**config.mk**
```make
export PLATFORM = sky130hd
export DESIGN_NAME = printf_format_argument_counter_flat
export DESIGN_NICKNAME = d
export VERILOG_FILES = /design/src/pfac_pkg.sv /design/src/pfac_in_if.sv /design/src/pfac_out_if.sv /design/src/pfac_in_stage.sv /design/src/pfac_parser.sv /design/src/printf_format_argument_counter.sv /design/src/flat_wrapper.sv
export SDC_FILE = /design/constraint.sdc
export NUM_CORES = 1
export LEC_CHECK = 0
export BUFFER_PORTS_ARGS = -buffer_cell sky130_fd_sc_hd__buf_4
export CORE_ASPECT_RATIO = 0.75
export CORE_UTILIZATION = 30
export DETAILED_ROUTE_END_ITERATION = 8
export GPL_ROUTABILITY_DRIVEN = 0
export MAX_ROUTING_LAYER = met4
export SKIP_CTS_REPAIR_TIMING = 1
export SLEW_MARGIN = 10
export SYNTH_ARGS = -nofsm -noshare
export SYNTH_HDL_FRONTEND = slang
export SYNTH_SLANG_ARGS = --single-unit
```
**constraint.sdc**
```tcl
create_clock -name clk -period 4.3 [get_ports clk]
set_clock_uncertainty 0.15 [all_clocks]
set_input_delay 0.645 -clock clk [delete_from_list [all_inputs] [get_ports clk]]
set_output_delay 0.645 -clock clk [all_outputs]
set_load 0.1 [all_outputs]
```
**src/pfac_pkg.sv**
```systemverilog
// Shared types, character codes and the per-byte parse step of the argument counter.
`default_nettype none
package pfac_pkg;

    localparam int COUNT_BITS = 10;
    localparam logic [COUNT_BITS-1:0] COUNT_MAX = {COUNT_BITS{1'b1}};

    // Characters that steer the parse
    localparam logic [7:0] CH_PERCENT = 8'h25;
    localparam logic [7:0] CH_STAR    = 8'h2A;
    localparam logic [7:0] CH_DOT     = 8'h2E;
    localparam logic [7:0] CH_LPAREN  = 8'h28;
    localparam logic [7:0] CH_RPAREN  = 8'h29;
    localparam logic [7:0] CH_Q       = 8'h71;
    localparam logic [7:0] CH_MINUS   = 8'h2D;
    localparam logic [7:0] CH_PLUS    = 8'h2B;
    localparam logic [7:0] CH_SPACE   = 8'h20;
    localparam logic [7:0] CH_HASH    = 8'h23;
    localparam logic [7:0] CH_ZERO    = 8'h30;
    localparam logic [7:0] CH_NINE    = 8'h39;
    localparam logic [7:0] CH_H       = 8'h68;
    localparam logic [7:0] CH_L_LOW   = 8'h6C;
    localparam logic [7:0] CH_L_UP    = 8'h4C;
    localparam logic [7:0] CH_J       = 8'h6A;
    localparam logic [7:0] CH_Z       = 8'h7A;
    localparam logic [7:0] CH_T       = 8'h74;

    typedef enum logic [3:0] {
        PH_TEXT        = 4'd0,
        PH_PCT         = 4'd1,
        PH_FLAGS       = 4'd2,
        PH_WIDTH       = 4'd3,
        PH_DOT         = 4'd4,
        PH_PREC_START  = 4'd5,
        PH_PREC_DIGITS = 4'd6,
        PH_LENGTH      = 4'd7,
        PH_GROUP       = 4'd8,
        PH_CONV        = 4'd9
    } phase_t;

    // Registered input byte handed to the parser
    typedef struct packed {
        logic       valid;
        logic [7:0] format_byte;
        logic       last_byte;
    } byte_stage_t;

    // Outcome of one byte
    typedef struct packed {
        phase_t phase;
        logic   bump;
        logic   quote;
    } step_t;

    // Walk the byte through every phase it falls through; at most one bump per byte
    function automatic step_t parse_step(input phase_t cur, input logic [7:0] b,
                                         input logic last);
        step_t  res;
        phase_t ph;
        logic   done;
        res.phase = cur;
        res.bump  = 1'b0;
        res.quote = 1'b0;
        ph        = cur;
        done      = 1'b0;
        case (cur)
            PH_TEXT:
            begin
                done = 1'b1;
                if (b == CH_PERCENT && !last)
                    res.phase = PH_PCT;
            end
            PH_GROUP:
            begin
                done = 1'b1;
                if (b == CH_RPAREN)
                    res.phase = PH_CONV;
            end
            PH_PCT, PH_FLAGS, PH_WIDTH, PH_DOT, PH_PREC_START, PH_PREC_DIGITS,
            PH_LENGTH, PH_CONV:
            begin
                done = 1'b0;
            end
            default:
            begin
                done      = 1'b1;
                res.phase = PH_TEXT;
            end
        endcase
        if (!done && ph == PH_PCT)
        begin
            if (b == CH_PERCENT)
            begin
                res.phase = PH_TEXT;
                done      = 1'b1;
            end
            else
                ph = PH_FLAGS;
        end
        if (!done && ph == PH_FLAGS)
        begin
            if (b inside {CH_MINUS, CH_PLUS, CH_SPACE, CH_HASH, CH_ZERO})
            begin
                res.phase = PH_FLAGS;
                done      = 1'b1;
            end
            else if (b == CH_STAR)
            begin
                res.bump  = 1'b1;
                res.phase = PH_DOT;
                done      = 1'b1;
            end
            else
                ph = PH_WIDTH;
        end
        if (!done && ph == PH_WIDTH)
        begin
            if (b inside {[CH_ZERO:CH_NINE]})
            begin
                res.phase = PH_WIDTH;
                done      = 1'b1;
            end
            else
                ph = PH_DOT;
        end
        if (!done && ph == PH_DOT)
        begin
            if (b == CH_DOT)
            begin
                res.phase = PH_PREC_START;
                done      = 1'b1;
            end
            else
                ph = PH_LENGTH;
        end
        if (!done && ph == PH_PREC_START)
        begin
            if (b == CH_STAR)
            begin
                res.bump  = 1'b1;
                res.phase = PH_LENGTH;
                done      = 1'b1;
            end
            else
                ph = PH_PREC_DIGITS;
        end
        if (!done && ph == PH_PREC_DIGITS)
        begin
            if (b inside {[CH_ZERO:CH_NINE]})
            begin
                res.phase = PH_PREC_DIGITS;
                done      = 1'b1;
            end
            else
                ph = PH_LENGTH;
        end
        if (!done && ph == PH_LENGTH)
        begin
            if (b inside {CH_H, CH_L_LOW, CH_L_UP, CH_J, CH_Z, CH_T})
            begin
                res.phase = PH_LENGTH;
                done      = 1'b1;
            end
            else if (b == CH_LPAREN)
            begin
                res.phase = PH_GROUP;
                done      = 1'b1;
            end
            else
                ph = PH_CONV;
        end
        if (!done && ph == PH_CONV)
        begin
            res.quote = (b == CH_Q);
            res.bump  = 1'b1;
            res.phase = PH_TEXT;
        end
        return res;
    endfunction

endpackage
`default_nettype wire

```
**src/pfac_in_if.sv**
```systemverilog
// Format byte channel: valid/ready handshake with one byte and its end mark.
`default_nettype none
interface pfac_in_if;
    logic       valid;
    logic       ready;
    logic [7:0] format_byte;
    logic       last_byte;

    modport source (output valid, output format_byte, output last_byte, input ready);
    modport sink (input valid, input format_byte, input last_byte, output ready);
endinterface
`default_nettype wire

```
**src/pfac_out_if.sv**
```systemverilog
// Result channel: valid/ready handshake with the argument count and quote flag.
`default_nettype none
interface pfac_out_if;
    logic                           valid;
    logic                           ready;
    logic [pfac_pkg::COUNT_BITS-1:0] arg_count;
    logic                           uses_quote;

    modport source (output valid, output arg_count, output uses_quote, input ready);
    modport sink (input valid, input arg_count, input uses_quote, output ready);
endinterface
`default_nettype wire

```
**src/pfac_in_stage.sv**
```systemverilog
// Input register: captures one format byte per transfer for the parser.
`default_nettype none
module pfac_in_stage (
    input  wire logic                  clk,
    input  wire logic                  rst_n,
    pfac_in_if.sink                    fmt,
    input  wire logic                  take,
    output pfac_pkg::byte_stage_t      stage
);
    import pfac_pkg::*;

    logic       valid_reg;
    logic       valid_next;
    logic [7:0] byte_reg;
    logic       last_reg;
    logic       load;

    // Accept a new byte whenever the register is empty or draining this cycle
    assign fmt.ready  = !valid_reg || take;
    assign load       = fmt.valid && fmt.ready;
    assign valid_next = load ? 1'b1 : (take ? 1'b0 : valid_reg);

    // Hold the valid flag
    always_ff @(posedge clk or negedge rst_n)
    begin
        if (!rst_n)
            valid_reg <= 1'b0;
        else
            valid_reg <= valid_next;
    end

    // Capture the payload on a transfer
    always_ff @(posedge clk)
    begin
        if (load)
        begin
            byte_reg <= fmt.format_byte;
            last_reg <= fmt.last_byte;
        end
    end

    assign stage.valid       = valid_reg;
    assign stage.format_byte = byte_reg;
    assign stage.last_byte   = last_reg;

endmodule
`default_nettype wire

```
**src/pfac_parser.sv**
```systemverilog
// Parse state, saturating argument count and result register.
`default_nettype none
module pfac_parser (
    input  wire logic                  clk,
    input  wire logic                  rst_n,
    input  wire pfac_pkg::byte_stage_t stage,
    output logic                       take,
    pfac_out_if.source                 result
);
    import pfac_pkg::*;

    phase_t                phase_reg;
    phase_t                phase_next;
    logic [COUNT_BITS-1:0] count_reg;
    logic [COUNT_BITS-1:0] count_next;
    logic                  quote_reg;
    logic                  quote_next;
    logic                  out_valid_reg;
    logic                  out_valid_next;
    logic [COUNT_BITS-1:0] arg_count_reg;
    logic                  uses_quote_reg;
    logic                  slot_free;
    logic                  finish;
    step_t                 step;
    logic                  tail_bump;
    logic [1:0]            inc;
    logic [COUNT_BITS:0]   sum;
    logic [COUNT_BITS-1:0] count_sat;
    logic                  quote_sum;

    // Drain a byte unless it ends the string and the result slot is busy
    assign slot_free = !out_valid_reg || result.ready;
    assign take      = stage.valid && (!stage.last_byte || slot_free);
    assign finish    = take && stage.last_byte;

    // Advance the parse by one byte
    assign step      = parse_step(phase_reg, stage.format_byte, stage.last_byte);
    assign tail_bump = stage.last_byte && (step.phase != PH_TEXT) &&
                       (step.phase != PH_PCT) && (step.phase != PH_FLAGS);
    assign inc       = {1'b0, step.bump} + {1'b0, tail_bump};
    assign sum       = {1'b0, count_reg} + {{(COUNT_BITS-1){1'b0}}, inc};
    assign count_sat = sum[COUNT_BITS] ? COUNT_MAX : sum[COUNT_BITS-1:0];
    assign quote_sum = quote_reg | step.quote;

    // Advance on a drained byte; return to the start after the final byte
    always_comb
    begin
        phase_next = phase_reg;
        count_next = count_reg;
        quote_next = quote_reg;
        if (take)
        begin
            if (stage.last_byte)
            begin
                phase_next = PH_TEXT;
                count_next = '0;
                quote_next = 1'b0;
            end
            else
            begin
                phase_next = step.phase;
                count_next = count_sat;
                quote_next = quote_sum;
            end
        end
    end

    assign out_valid_next = finish ? 1'b1 : (result.ready ? 1'b0 : out_valid_reg);

    // Hold parse state and result valid
    always_ff @(posedge clk or negedge rst_n)
    begin
        if (!rst_n)
        begin
            phase_reg     <= PH_TEXT;
            count_reg     <= '0;
            quote_reg     <= 1'b0;
            out_valid_reg <= 1'b0;
        end
        else
        begin
            phase_reg     <= phase_next;
            count_reg     <= count_next;
            quote_reg     <= quote_next;
            out_valid_reg <= out_valid_next;
        end
    end

    // Load the result payload on the final byte
    always_ff @(posedge clk)
    begin
        if (finish)
        begin
            arg_count_reg  <= count_sat;
            uses_quote_reg <= quote_sum;
        end
    end

    assign result.valid      = out_valid_reg;
    assign result.arg_count  = arg_count_reg;
    assign result.uses_quote = uses_quote_reg;

    // A final byte leaves a clean parse state and a pending result
    a_final_clears: assert property (@(posedge clk) disable iff (!rst_n)
        finish |=> (phase_reg == PH_TEXT) && (count_reg == '0) && !quote_reg)
        else $error("parse state not cleared after final byte");

    a_final_result: assert property (@(posedge clk) disable iff (!rst_n)
        finish |=> out_valid_reg)
        else $error("final byte produced no result");

    // The count only grows within one string
    a_count_monotonic: assert property (@(posedge clk) disable iff (!rst_n)
        (take && !stage.last_byte) |=> count_reg >= $past(count_reg))
        else $error("running count decreased");

    // Parse state moves only on a drained byte
    a_phase_hold: assert property (@(posedge clk) disable iff (!rst_n)
        !take |=> $stable(phase_reg) && $stable(count_reg))
        else $error("parse state changed without a byte");

    // A final byte is never drained over an unread result
    a_no_overwrite: assert property (@(posedge clk) disable iff (!rst_n)
        (finish && out_valid_reg) |-> result.ready)
        else $error("result overwritten before transfer");

endmodule
`default_nettype wire

```
**src/printf_format_argument_counter.sv**
```systemverilog
// Top level of the printf format argument counter.
//
// Usage:
//   fmt carries the format string one byte per transfer; last_byte marks the
//   final byte. After the final byte, result carries one item: arg_count, the
//   number of arguments the conversions consume (saturating at 1023), and
//   uses_quote, set if any conversion character was 'q'. Other bytes give no
//   result.
// Timing:
//   One byte per cycle, sustained, while no final byte waits on a busy result
//   register. A byte is held in the input register, then the parse step
//   updates the state; the final byte's drain loads the result register.
//   The single parse step between the two registers sets the rate.
// Reset:
//   rst_n clears the parse state, the count, the quote flag and both valid
//   flags; the block then waits in plain text.
// Back-pressure:
//   Non-final bytes keep flowing while a result waits. A final byte waits in
//   the input register until the result register is free, and fmt.ready
//   drops only then.
`default_nettype none
module printf_format_argument_counter (
    input  wire logic  clk,
    input  wire logic  rst_n,
    pfac_in_if.sink    fmt,
    pfac_out_if.source result
);
    import pfac_pkg::*;

    byte_stage_t stage;
    logic        take;

    pfac_in_stage u_in_stage (
        .clk   (clk),
        .rst_n (rst_n),
        .fmt   (fmt),
        .take  (take),
        .stage (stage)
    );

    pfac_parser u_parser (
        .clk    (clk),
        .rst_n  (rst_n),
        .stage  (stage),
        .take   (take),
        .result (result)
    );

endmodule
`default_nettype wire
```
**src/flat_wrapper.sv**
```systemverilog
// flat-port wrapper written by rule: the top's interface ports become plain ports
module printf_format_argument_counter_flat import pfac_pkg::*;
  (clk, rst_n, fmt_valid, fmt_format_byte, fmt_last_byte, fmt_ready, result_valid, result_arg_count, result_uses_quote, result_ready);
  pfac_in_if fmt_i ();
  pfac_out_if result_i ();
  input  wire logic clk;
  input  wire logic rst_n;
  input wire logic [$bits(fmt_i.valid)-1:0] fmt_valid;
  input wire logic [$bits(fmt_i.format_byte)-1:0] fmt_format_byte;
  input wire logic [$bits(fmt_i.last_byte)-1:0] fmt_last_byte;
  output wire logic [$bits(fmt_i.ready)-1:0] fmt_ready;
  output wire logic [$bits(result_i.valid)-1:0] result_valid;
  output wire logic [$bits(result_i.arg_count)-1:0] result_arg_count;
  output wire logic [$bits(result_i.uses_quote)-1:0] result_uses_quote;
  input wire logic [$bits(result_i.ready)-1:0] result_ready;
  assign fmt_i.valid = fmt_valid;
  assign fmt_i.format_byte = fmt_format_byte;
  assign fmt_i.last_byte = fmt_last_byte;
  assign fmt_ready = fmt_i.ready;
  assign result_valid = result_i.valid;
  assign result_arg_count = result_i.arg_count;
  assign result_uses_quote = result_i.uses_quote;
  assign result_i.ready = result_ready;
  printf_format_argument_counter u_core (.clk(clk), .rst_n(rst_n), .fmt(fmt_i), .result(result_i));
endmodule
```
Word-level counts from Yosys, hierarchy flattened
Cells that the tools add are included.
{"block": "totals", "in_bits": 13, "reg_bits": 37, "word_cells": 147, "output_inout_bits": 13}
{"block": "op_classes", "n_bitwise": 1, "muxes": 62, "n_reduce_logical": 36, "order_cmp": 2, "n_eq_ne": 35, "addsub": 2}
{"operator": "$mux 4", "count": 31}
{"operator": "$eq 8x6->1 const B", "count": 10}
{"operator": "$eq 8x7->1 const B", "count": 7}
{"operator": "$eq 4x3->1 const B", "count": 8}
{"operator": "$mux 1", "count": 23}
{"operator": "$mux 10", "count": 2}
{"operator": "$mux 5", "count": 4}
{"operator": "$eq 4x2->1 const B", "count": 4}
{"operator": "$logic_and 1x1->1", "count": 16}
{"operator": "$eq 4x4->1 const B", "count": 3}
{"operator": "$pmux 4 s3", "count": 1}
{"operator": "$add 10x2->11", "count": 1}
{"operator": "$logic_not 1->1", "count": 10}
{"operator": "$ge 8x6->1 const B", "count": 1}
{"operator": "$le 8x6->1 const B", "count": 1}
{"operator": "$reduce_or 8->1", "count": 1}
{"operator": "$mux 6", "count": 1}
{"operator": "$reduce_bool 6->1", "count": 1}
{"operator": "$reduce_bool 5->1", "count": 1}
{"operator": "$eq 4x1->1 const B", "count": 1}
{"operator": "$logic_not 4->1", "count": 1}
{"operator": "$ne 4x1->1 const B", "count": 1}
{"operator": "$ne 4x2->1 const B", "count": 1}
{"operator": "$reduce_bool 2->1", "count": 2}
{"operator": "other kinds (4)", "count": 6}

Longest topological paths before layout
Gate-level depths: netlist of the first run.
{"block": "logic_depth", "depth_word": 34, "mapped_depth": 17, "mapped_depth_nobuf": 16}

Hierarchy
Synthesis of the first run repeated with hierarchy kept, for this count alone.
{"block": "unflattened", "cells_unflattened": 216, "area_unflattened_um2": 2240.9}
{"module": "pfac_parser", "cells_each": 201, "area_each_um2": 1901.8, "n_inst": 1, "seq_area_each_um2": 730.7}
{"module": "pfac_in_stage", "cells_each": 15, "area_each_um2": 339.1, "n_inst": 1, "seq_area_each_um2": 295.3}

Worst setup path after synthesis of the first run
No wires, ideal clock.
{"block": "synth_timing", "path_kind": "flip-flop to flip-flop", "startpoint": "register u_core.u_in_stage.byte_reg[6]", "endpoint": "register u_core.u_parser.count_reg[3]", "setup_time_ns": 0.121, "t_arrival_ns": 3.631, "path_stages_with_launch": 17, "n_path_buf": 1, "period_less_slack_ns": 3.902, "setup_slack_ns": 0.398, "t_required_ns": 4.029, "path_cell_list": "edfxtp_1 or3b_1 buf_6 o31a_1 o21a_1 o21bai_2 o211ai_2 a311oi_4 o221ai_1 fa_1 ha_1 nand3_1 nor2_1 and2_1 nand4_1 o21ai_0 a22o_1"}
{"block": "synth_via", "elab_chain_len": 32, "elab_cells_between_ends": 106, "classes_between": "2 x add/sub; 2 x order compare; 25 x eq/ne; 55 x mux; 22 x reduce/logical"}
{"item": "start: declaration", "line_no": "pfac_in_stage.sv:14", "source": "logic [7:0] byte_reg;"}
{"item": "start signal: assignment", "line_no": "pfac_in_stage.sv:37", "source": "byte_reg <= fmt.format_byte;"}
{"item": "$eq 8x6->1", "line_no": "pfac_pkg.sv:70, pfac_pkg.sv:92"}
{"item": "$mux 4 or $mux 1 (tied branches)", "line_no": "pfac_pkg.sv:92", "source": "if (b == CH_PERCENT)"}
{"item": "$mux 4 or $mux 1 (tied branches)", "line_no": "pfac_pkg.sv:90", "source": "if (!done && ph == PH_PCT)"}
{"item": "$eq 4x2->1 (tied with other cells)", "line_no": "pfac_pkg.sv:100", "source": "if (!done && ph == PH_FLAGS)"}
{"item": "$logic_and 1x1->1 (tied with other cells)", "line_no": "pfac_pkg.sv:100"}
{"item": "$mux 4 or $mux 1 (tied branches)", "line_no": "pfac_pkg.sv:100"}
{"item": "$eq 4x2->1 or $logic_not 1->1 (tied branches)", "line_no": "pfac_pkg.sv:116", "source": "if (!done && ph == PH_WIDTH)"}
{"item": "$logic_and 1x1->1", "line_no": "pfac_pkg.sv:116"}
{"item": "[16 not listed]"}
{"item": "$reduce_bool 4->1", "line_no": "pfac_parser.sv:38", "source": "assign tail_bump = stage.last_byte && (step.phase != PH_TEXT) &&"}
{"item": "$logic_and 1x1->1 (2 in a row)", "line_no": "pfac_parser.sv:38"}
{"item": "$logic_and 1x1->1", "line_no": "pfac_parser.sv:39", "source": "(step.phase != PH_PCT) && (step.phase != PH_FLAGS);"}
{"item": "$add 1x1->2 (*)", "line_no": "pfac_parser.sv:40", "source": "assign inc = {1'b0, step.bump} + {1'b0, tail_bump};"}
{"item": "$add 10x2->11 (*)", "line_no": "pfac_parser.sv:41", "source": "assign sum = {1'b0, count_reg} + {{(COUNT_BITS-1){1'b0}}, inc};"}
{"item": "$mux 10 (*)", "line_no": "pfac_parser.sv:42", "source": "assign count_sat = sum[COUNT_BITS] ? COUNT_MAX : sum[COUNT_BITS-1:0];"}
{"item": "via u_core.u_parser.count_sat[3]", "line_no": "pfac_parser.sv:28", "source": "logic [COUNT_BITS-1:0] count_sat;"}
{"item": "$mux 10 (*)", "line_no": "pfac_parser.sv:53", "source": "if (stage.last_byte)"}
{"item": "end signal: assignment", "line_no": "pfac_parser.sv:83", "source": "count_reg <= count_next;"}
{"item": "end: declaration", "line_no": "pfac_parser.sv:14", "source": "logic [COUNT_BITS-1:0] count_reg;"}
Mark *: on every way through the listed nets, which the timed path passes. The rest lies on a longest branch.
A chain may end at the register's enable or synchronous reset.

Worst setup path in the final report of the first run
{"block": "layout_timing", "startpoint": "register u_core.u_in_stage.byte_reg[2]", "endpoint": "register u_core.u_parser.count_reg[4]"}
Same word-level chain as after synthesis.

==> flow_metrics.env, run 1 <==
export IMPL_cp_required_ns=4.34
export IMPL_path_max_fanout=9
export IMPL_syn_area_per_cell_um2=10.1
export IMPL_finalWorstSetupSlack_ns=0.147
export IMPL_tritoncts="yes"
export IMPL_synth_adder_area_share_pct=1.37
export IMPL_ant_nets=0
export IMPL_crit_type="register to register"
export IMPL_total_power_mw=1.00
export IMPL_clockRootBuffer="clkbuf_8"
export IMPL_synth_cell_types=68
export IMPL_vdd_ir_drop_worst_v=0.000186
export IMPL_area_growth_syn_to_layout_pct=24.6
export IMPL_wirelength_um=5690
export IMPL_dieArea_um2=8250
export IMPL_place_area_um2=2700
export IMPL_final_util_pct=39.3
export IMPL_wl_per_cell_um=15.0
export IMPL_maxSlewHeadroom_pct=32.1
export IMPL_clk_latency_ns=0.30
export IMPL_die_y_um=78.9
export IMPL_r2r_end="u_core.u_parser.count_reg[4]"
export IMPL_r2r_start="u_core.u_in_stage.byte_reg[2]"
export IMPL_io_buffers=25
export IMPL_synth_ff_type="edfxtp_1"
export IMPL_synth_warnings=0
export IMPL_dp_hpwl_um=4120
export IMPL_grt_use_met1_pct=20.6
export IMPL_htreeDepth=2
export IMPL_yosys_area_share_xor_xnor_pct=1.48
export IMPL_synth_area_um2=2370
export IMPL_maxSlewViolCount=0
export IMPL_n_antenna_cell=0
export IMPL_post_route_min_period_ns=4.15
export IMPL_core_area_um2=7500
export IMPL_routed_via_density=5.40
export IMPL_initialDrtViolationCount=179
export IMPL_drv_cap=0
export IMPL_antenna_found_initial=0
export IMPL_synth_simple_gate_area_share_pct=21.2
export IMPL_path_clk_slew_ns=0.08
export IMPL_outcome="finished, final reports clean"
export IMPL_use_met2_pct=19.0
export IMPL_syn_inst=234
export IMPL_clock_sinks=37
export IMPL_min_period_over_period_pct=96.6
export IMPL_firstDrtPassIters=4
export IMPL_ys_ff_latch=37
export IMPL_io_pins=26
export IMPL_ys_async_sr_fraction_pct=45.9
export IMPL_hold_viol=0
export IMPL_synth_compound_area_share_pct=27.8
export IMPL_hold_path_class="primary input to asynchronous set/reset pin"
export IMPL_drive_gt1_share_pct=29.4
export IMPL_initial_core_util_pct=31.5
export IMPL_arrival_ns=4.20
export IMPL_grt_pass1_vias=1808
export IMPL_grt_max_degree=18
export IMPL_rr_worst_depth=18
export IMPL_power_density_nw_per_um2=340
export IMPL_cts_buffer_depth=2
export IMPL_grt_util_all_layers_pct=14.3
export IMPL_drc_errors=0
export IMPL_grt_busiest_layer="met1"
export IMPL_grt_pass1_wl_um=9070
export IMPL_leakage_nw=1.19
export IMPL_r2r_slack_ns=0.15
export IMPL_max_freq_mhz=241
export IMPL_synth_top_family_by_area="compound AO/OA/AOI/OAI gates"
export IMPL_vias=2051
export IMPL_crit_path_end_kind="register"
export IMPL_rsz0062_at_grt="yes"
export IMPL_final_cell_mix="50 x buf_4, 21 x nand2_1, 20 x edfxtp_1"
export IMPL_synth_area_mux_share_pct=0
export IMPL_final_common_cell="buf_4"
export IMPL_dp_worst_setup_slack_ns=0.00837
export IMPL_cp_start_kind="register"
export IMPL_seq_area_frac_synth_pct=43.4
export IMPL_synth_edf_count=20
export IMPL_use_met3_pct=3.69
export IMPL_dieWidth_um=105
export IMPL_cts_buffers=5
export IMPL_fin_area_um2=2950
export IMPL_syn_num_nets=249
export IMPL_gr_total_overflow=0
export IMPL_nNetsFinal=293
export IMPL_worst_pin_slew_ns=1.02
export IMPL_setup_violations=0
export IMPL_rows=27
[report_power, final]
| group | internal [mW] | switching (mW) | total [mW] |
|---|---|---|---|
| sequential | 0.395 | 0.0195 | 0.414 |
| combinational | 0.105 | 0.163 | 0.268 |
| clock | 0.187 | 0.135 | 0.321 |
[worst max-delay path, stage by stage, from the launching register on]
cell and delay, ns:
edfxtp_1 0.54, nand2b_1 0.25, o22a_1 0.26, o31ai_4 0.40, buf_4 0.18, nand2_1 0.04, a21o_1 0.17, a31oi_2 0.23
nand3b_1 0.13, o221ai_1 0.13, fa_2 0.38, ha_1 0.22, nand3_1 0.12, nor2_1 0.08, and2_1 0.20, nand4_1 0.12
buf_4 0.15, nand2_1 0.09, a22o_1 0.21
[worst max-delay path by stage]
| stage | to | cells past startpoint | start | slack [ns] |
|---|---|---|---|---|
| finish | u_core.u_parser.count_reg[4] | 18 | u_core.u_in_stage.byte_reg[2] | 0.15 |
| global route | u_core.u_parser.count_reg[3] | 18 | u_core.u_in_stage.byte_reg[2] | -0.05 |
| CTS | u_core.u_parser.count_reg[3] | 15 | u_core.u_in_stage.byte_reg[6] | -0.01 |
| detailed placement | u_core.u_parser.count_reg[3] | 15 | u_core.u_in_stage.byte_reg[6] | 0.008 |
| global placement | u_core.u_parser.count_reg[3] | 17 | u_core.u_in_stage.byte_reg[6] | 0.11 |
| floorplan | u_core.u_parser.count_reg[3] | 16 | u_core.u_in_stage.byte_reg[6] | 0.40 |
[cell families (layout without fill, tap and decap cells)]
family,Yosys count,count (layout)
AND/OR/NAND/NOR,88,88
flip-flops,37,37
XOR/XNOR,4,4
buffers and inverters,17,62
adder cells (fa/ha/maj),2,2
AO/OA/AOI/OAI,86,86
[stage by stage]
stage                     hold WS [ns]  setup TNS, ns  std cells
after floorplan                  0.199              0        234
after global placement           0.378              0        362
after detailed placement         0.380              0        362
after CTS                       0.0510        -0.0148        370
after global routing            0.0606         -0.174        380
final                           0.0470              0        380
[Yosys cell counts, drive strengths merged (2+ instances only)]
cell | number | area (um2)
nand2 | 21 | 78.8
edfxtp | 20 | 601
o21ai | 18 | 93.8
a21oi | 17 | 88.8
dfrtp | 17 | 425
nor2 | 15 | 56.3
buf | 12 | 95.1
a22o | 11 | 96.3
nor3 | 9 | 56.3
nand2b | 7 | 43.8
a21o | 6 | 46.3
nand3 | 6 | 30.0
nor2b | 5 | 31.3
o21bai | 5 | 41.3
inv | 4 | 15.0
o211ai | 4 | 35.0
and3 | 3 | 20.0
nand4 | 3 | 18.8
nor4 | 3 | 25.0
or2 | 3 | 18.8
xor2 | 3 | 26.3
a211o | 2 | 17.5
a211oi | 2 | 15.0
a22oi | 2 | 15.0
a311oi | 2 | 41.3
a31oi | 2 | 12.5
and2 | 2 | 12.5
nand3b | 2 | 15.0
o2bb2ai | 2 | 17.5
o31ai | 2 | 28.8
or3 | 2 | 12.5
[layer usage]
layer  up-vias  share of wire, %
met2        71                41
met3         7               6.1
met5         -                 0
li1        977                 -
met4         0               1.2
met1       996                51
[layout make-up]
type / count / area, um2
clock buffer: 7 / 119
clock inverter: 1 / 8.76
fill: 735 / 4550
inverter: 4 / 15.0
multi-input combinational: 180 / 1280
sequential: 37 / 1030
tap: 101 / 126
timing repair buffer: 50 / 375
(Power assumes the default switching activity.)
==> run 2, diff against run 1 <==
--- a/config.mk
+++ b/config.mk
@@ -11,6 +11,7 @@
 export DETAILED_ROUTE_END_ITERATION = 8
 export GPL_ROUTABILITY_DRIVEN = 0
 export MAX_ROUTING_LAYER = met4
+export REMOVE_ABC_BUFFERS = 1
 export SKIP_CTS_REPAIR_TIMING = 1
 export SLEW_MARGIN = 10
 export SYNTH_ARGS = -nofsm -noshare
==> flow_metrics.env, run 2 (synthesized netlist as in run 1, its figures left out) <==
export IMPL_drive_gt1_share_pct=31.1
export IMPL_dieWidth_um=105
export IMPL_ant_nets=0
export IMPL_nNetsFinal=297
export IMPL_dp_worst_setup_slack_ns=-0.104
export IMPL_routed_via_density=5.36
export IMPL_final_cell_mix="54 x buf_4, 21 x nand2_1, 20 x edfxtp_1"
export IMPL_outcome="finished, final reports clean"
export IMPL_grt_busiest_layer="met1"
export IMPL_cts_buffer_depth=2
export IMPL_drv_cap=0
export IMPL_worst_pin_slew_ns=0.963
export IMPL_fillCellCount=729
export IMPL_slowest_stage="edfxtp_1"
export IMPL_vdd_ir_drop_worst_v=0.000198
export IMPL_arrival_ns=4.20
export IMPL_use_met2_pct=17.7
export IMPL_grt_pass1_vias=1824
export IMPL_final_util_pct=39.7
export IMPL_min_period_over_period_pct=97.2
export IMPL_tritoncts="yes"
export IMPL_hold_path_class="primary input to asynchronous set/reset pin"
export IMPL_n_antenna_cell=0
export IMPL_initialDrtViolationCount=167
export IMPL_power_density_nw_per_um2=327
export IMPL_path_clk_slew_ns=0.07
export IMPL_maxSlewHeadroom_pct=35.6
export IMPL_htreeDepth=2
export IMPL_max_freq_mhz=239
export IMPL_rr_worst_depth=17
export IMPL_drc_errors=0
export IMPL_crit_path_end_kind="register"
export IMPL_io_buffers=25
export IMPL_path_max_fanout=9
export IMPL_wirelength_um=5600
export IMPL_cts_buffers=5
export IMPL_crit_path_cell_trace="or3b_1 > buf_4 > nor3_4 > o21ai_2 > o21bai_2 > o211ai_2 > a311oi_4 > o221ai_2 > fa_2 > ha_1 > nand3_2 > nor2_2 > and2_4 > nand4_1 > buf_4 > nand2b_1 > a22o_1"
export IMPL_clock_sinks=37
export IMPL_slowest_delay_ns=0.42
export IMPL_r2r_end="u_core.u_parser.count_reg[1]"
export IMPL_r2r_start="u_core.u_in_stage.byte_reg[6]"
export IMPL_rows=27
export IMPL_vias=2060
export IMPL_use_met3_pct=3.12
export IMPL_grt_max_degree=18
export IMPL_cp_start_kind="register"
export IMPL_maxSlewViolCount=0
export IMPL_gr_total_overflow=0
export IMPL_grt_pass1_wl_um=9070
export IMPL_crit_top_cell="buf_4"
export IMPL_firstDrtPassIters=5
export IMPL_die_y_um=78.9
export IMPL_core_area_um2=7500
export IMPL_cp_required_ns=4.32
export IMPL_grt_use_met1_pct=21.9
export IMPL_io_pins=26
export IMPL_dp_hpwl_um=4190
export IMPL_clockRootBuffer="clkbuf_8"
export IMPL_setup_violations=0
export IMPL_final_common_cell="buf_4"
export IMPL_r2r_slack_ns=0.12
export IMPL_crit_type="register to register"
export IMPL_post_route_min_period_ns=4.18
export IMPL_leakage_nw=1.19
export IMPL_area_growth_syn_to_layout_pct=25.8
export IMPL_wl_per_cell_um=14.6
export IMPL_clk_latency_ns=0.28
export IMPL_grt_util_all_layers_pct=13.9
export IMPL_dieArea_um2=8250
export IMPL_hold_viol=0
export IMPL_finalWorstSetupSlack_ns=0.123
export IMPL_initial_core_util_pct=31.5
export IMPL_antenna_found_initial=0
## run 2: per-stage QoR
stage               hold WS [ns]  cell area [um2]  std cells  power, mW  TNS (ns)
detailed placement         0.377             2720        365      0.666    -0.262
global route              0.0794             2980        384       1.02    -0.243
finish                    0.0659             2980        384      0.974         0
global placement           0.377             2720        365      0.669         0
floorplan                  0.199             2270        221      0.595         0
CTS                       0.0741             2830        373      0.951    -0.491
## run 2: worst max path at each step
stage / start / endpoint / slack (ns)
4_1_cts: u_core.u_in_stage.byte_reg[6] / u_core.u_parser.count_reg[3] / -0.13
2_1_floorplan: u_core.u_in_stage.byte_reg[6] / u_core.u_parser.count_reg[3] / 0.32
3_5_place_dp: u_core.u_in_stage.byte_reg[6] / u_core.u_parser.count_reg[3] / -0.10
6_report: u_core.u_in_stage.byte_reg[6] / u_core.u_parser.count_reg[1] / 0.12
3_3_place_gp: u_core.u_in_stage.byte_reg[1] / u_core.u_parser.count_reg[3] / 0.003
5_1_grt: u_core.u_in_stage.byte_reg[6] / u_core.u_parser.count_reg[1] / -0.07
## run 2: final cells by class
cell class | instances | area (um2) | share of cell area [%]
sequential | 37 | 1030 | 34.5
timing repair buffer | 54 | 405 | 13.6
tap | 101 | 126 | 4.25
clock buffer | 6 | 72.6 | 2.44
inverter | 4 | 15.0 | 0.504
multi-input combinational | 180 | 1300 | 43.6
clock inverter | 2 | 33.8 | 1.13
## run 2: worst max-delay path, delay by kind of cell (launching register included)
| family | cells | cell delay [ns] |
|---|---|---|
| AOI/OAI and AO/OA | 6 | 1.24 |
| adders and majority gates | 2 | 0.60 |
| buffers and inverters | 2 | 0.37 |
| DFF | 1 | 0.42 |
| and+or+nand+nor | 7 | 1.31 |
## run 2: metal layers
| metal | up-vias | part of all wire [%] |
|---|---|---|
| met5 | - | 0 |
| met4 | 0 | 0.80 |
| met3 | 8 | 6.8 |
| met2 | 91 | 39 |
| met1 | 970 | 54 |
| li1 | 991 | - |
## run 2: power by group
| group | switching, mW | total [mW] | internal [mW] |
|---|---|---|---|
| Clock | 0.115 | 0.286 | 0.171 |
| Combinational | 0.166 | 0.275 | 0.109 |
| Sequential | 0.0184 | 0.413 | 0.395 |
| Total | 0.298 | 0.974 | 0.676 |
==> run 3, diff against run 2 <==
--- a/config.mk
+++ b/config.mk
@@ -6,7 +6,6 @@
 export NUM_CORES = 1
 export LEC_CHECK = 0
 export BUFFER_PORTS_ARGS = -buffer_cell sky130_fd_sc_hd__buf_4
-export CORE_ASPECT_RATIO = 0.75
 export CORE_UTILIZATION = 30
 export DETAILED_ROUTE_END_ITERATION = 8
 export GPL_ROUTABILITY_DRIVEN = 0
==> flow_metrics.env, run 3 (synthesized netlist as in run 1, its figures left out) <==
export IMPL_core_area_um2=7690
export IMPL_r2r_slack_ns=0.18
export IMPL_path_max_fanout=7
export IMPL_clockRootBuffer="clkbuf_8"
export IMPL_leakage_nw=1.15
export IMPL_ant_nets=0
export IMPL_dp_cells=365
export IMPL_io_pins=26
export IMPL_r2r_end="u_core.u_parser.count_reg[0]"
export IMPL_final_cell_mix="49 x buf_4, 21 x nand2_1, 20 x edfxtp_1"
export IMPL_power_density_nw_per_um2=317
export IMPL_cp_start_kind="register"
export IMPL_post_route_min_period_ns=4.12
export IMPL_drv_cap=0
export IMPL_initialDrtViolationCount=176
export IMPL_clock_sinks=37
export IMPL_cp_required_ns=4.37
export IMPL_n_antenna_cell=0
export IMPL_rr_worst_depth=18
export IMPL_max_freq_mhz=242
export IMPL_drc_errors=0
export IMPL_io_buffers=25
export IMPL_grt_pass1_wl_um=9060
export IMPL_wirelength_um=5550
export IMPL_path_clk_slew_ns=0.07
export IMPL_cts_buffers=5
export IMPL_grt_util_all_layers_pct=14.4
export IMPL_dieArea_um2=8250
export IMPL_area_growth_syn_to_layout_pct=23.0
export IMPL_tritoncts="yes"
export IMPL_cts_buffer_depth=2
export IMPL_layout_cells_non_filler=379
export IMPL_grt_max_degree=18
export IMPL_min_period_over_period_pct=95.9
export IMPL_routed_via_density=5.29
export IMPL_crit_type="register to register"
export IMPL_hold_path_class="primary input to asynchronous set/reset pin"
export IMPL_hold_viol=0
export IMPL_vias=2005
export IMPL_nNetsFinal=292
export IMPL_r2r_start="u_core.u_in_stage.byte_reg[6]"
export IMPL_drive_gt1_share_pct=30.0
export IMPL_wl_per_cell_um=14.6
export IMPL_vdd_ir_drop_worst_v=0.000241
export IMPL_crit_path_end_kind="register"
export IMPL_final_common_cell="buf_4"
export IMPL_htreeDepth=2
export IMPL_firstDrtPassIters=4
export IMPL_die_y_um=90.8
export IMPL_maxSlewViolCount=0
export IMPL_final_util_pct=37.9
export IMPL_critPathLaunch="u_core.u_in_stage.byte_reg[6]"
export IMPL_gr_total_overflow=0
export IMPL_clk_latency_ns=0.29
export IMPL_initial_core_util_pct=30.8
export IMPL_grt_pass1_vias=1885
export IMPL_antenna_found_initial=0
export IMPL_rows=32
export IMPL_dieWidth_um=90.8
export IMPL_arrival_ns=4.20
export IMPL_maxSlewHeadroom_pct=33.5
export IMPL_worst_pin_slew_ns=0.994
export IMPL_crit_path_end="u_core.u_parser.count_reg[0]"
export IMPL_outcome="finished, final reports clean"
export IMPL_setup_violations=0
export IMPL_dp_hpwl_um=4120
run 3: changes by cell type in the layout (fill, tap and decap cells not counted), sizes merged:
cell and change:
buf -5, bufinv -1, clkbuf +1, clkinv -1
run 3: routing by layer:
metal | track usage [%] | share of wire [%] | up-vias
met5 | - | 0 | -
met4 | 5.82 | 1.7 | 0
met3 | 2.95 | 4.2 | 8
met2 | 21.9 | 46 | 51
met1 | 18.6 | 48 | 968
li1 | - | - | 978
run 3: worst min path at each step:
stage                                              end  depth (start not counted)   from
after floorplan            u_core.u_in_stage.valid_reg                          0  rst_n
after global placement    u_core.u_parser.count_reg[8]                          1  rst_n
after detailed placement  u_core.u_parser.count_reg[8]                          1  rst_n
after CTS                 u_core.u_parser.count_reg[6]                          1  rst_n
after global routing      u_core.u_parser.count_reg[6]                          1  rst_n
final                     u_core.u_parser.count_reg[3]                          1  rst_n
run 3: cell type report:
type	instances	area, um2
inverter	4	15.0
multi-input combinational	180	1290
tap	102	128
sequential	37	1030
clock buffer	7	86.3
timing repair buffer	49	368
fill	777	4780
run 3: power by group:
part	switching (mW)	internal (mW)	total, mW
sequential	0.0188	0.395	0.414
combinational	0.162	0.106	0.268
clock	0.115	0.127	0.242
total	0.295	0.628	0.924
run 3: per-stage QoR:
step	total power [mW]	area [um2]	worst slack [ns]	hold WS (ns)	TNS, ns
4_1_cts	0.908	2800	-0.0471	0.0716	-0.0711
3_3_place_gp	0.668	2720	0.0395	0.375	0
5_1_grt	0.965	2910	-0.0574	0.0757	-0.0723
6_report	0.924	2910	0.176	0.0622	0
3_5_place_dp	0.667	2720	-0.0320	0.381	-0.0320
2_1_floorplan	0.595	2270	0.316	0.199	0
run 3: worst max-delay path, cell delays in order (launching register included):
cell	delay [ns]
edfxtp_1	0.43
or3b_4	0.45
buf_4	0.18
nor3_4	0.25
a2bb2oi_4	0.22
o21ai_2	0.12
and3_1	0.22
o21bai_1	0.19
a21o_1	0.16
a21o_1	0.16
fa_2	0.22
ha_2	0.20
nand3_2	0.10
nor2_2	0.14
and2_4	0.18
nand4_1	0.27
buf_4	0.24
nand2b_1	0.07
a22o_1	0.12
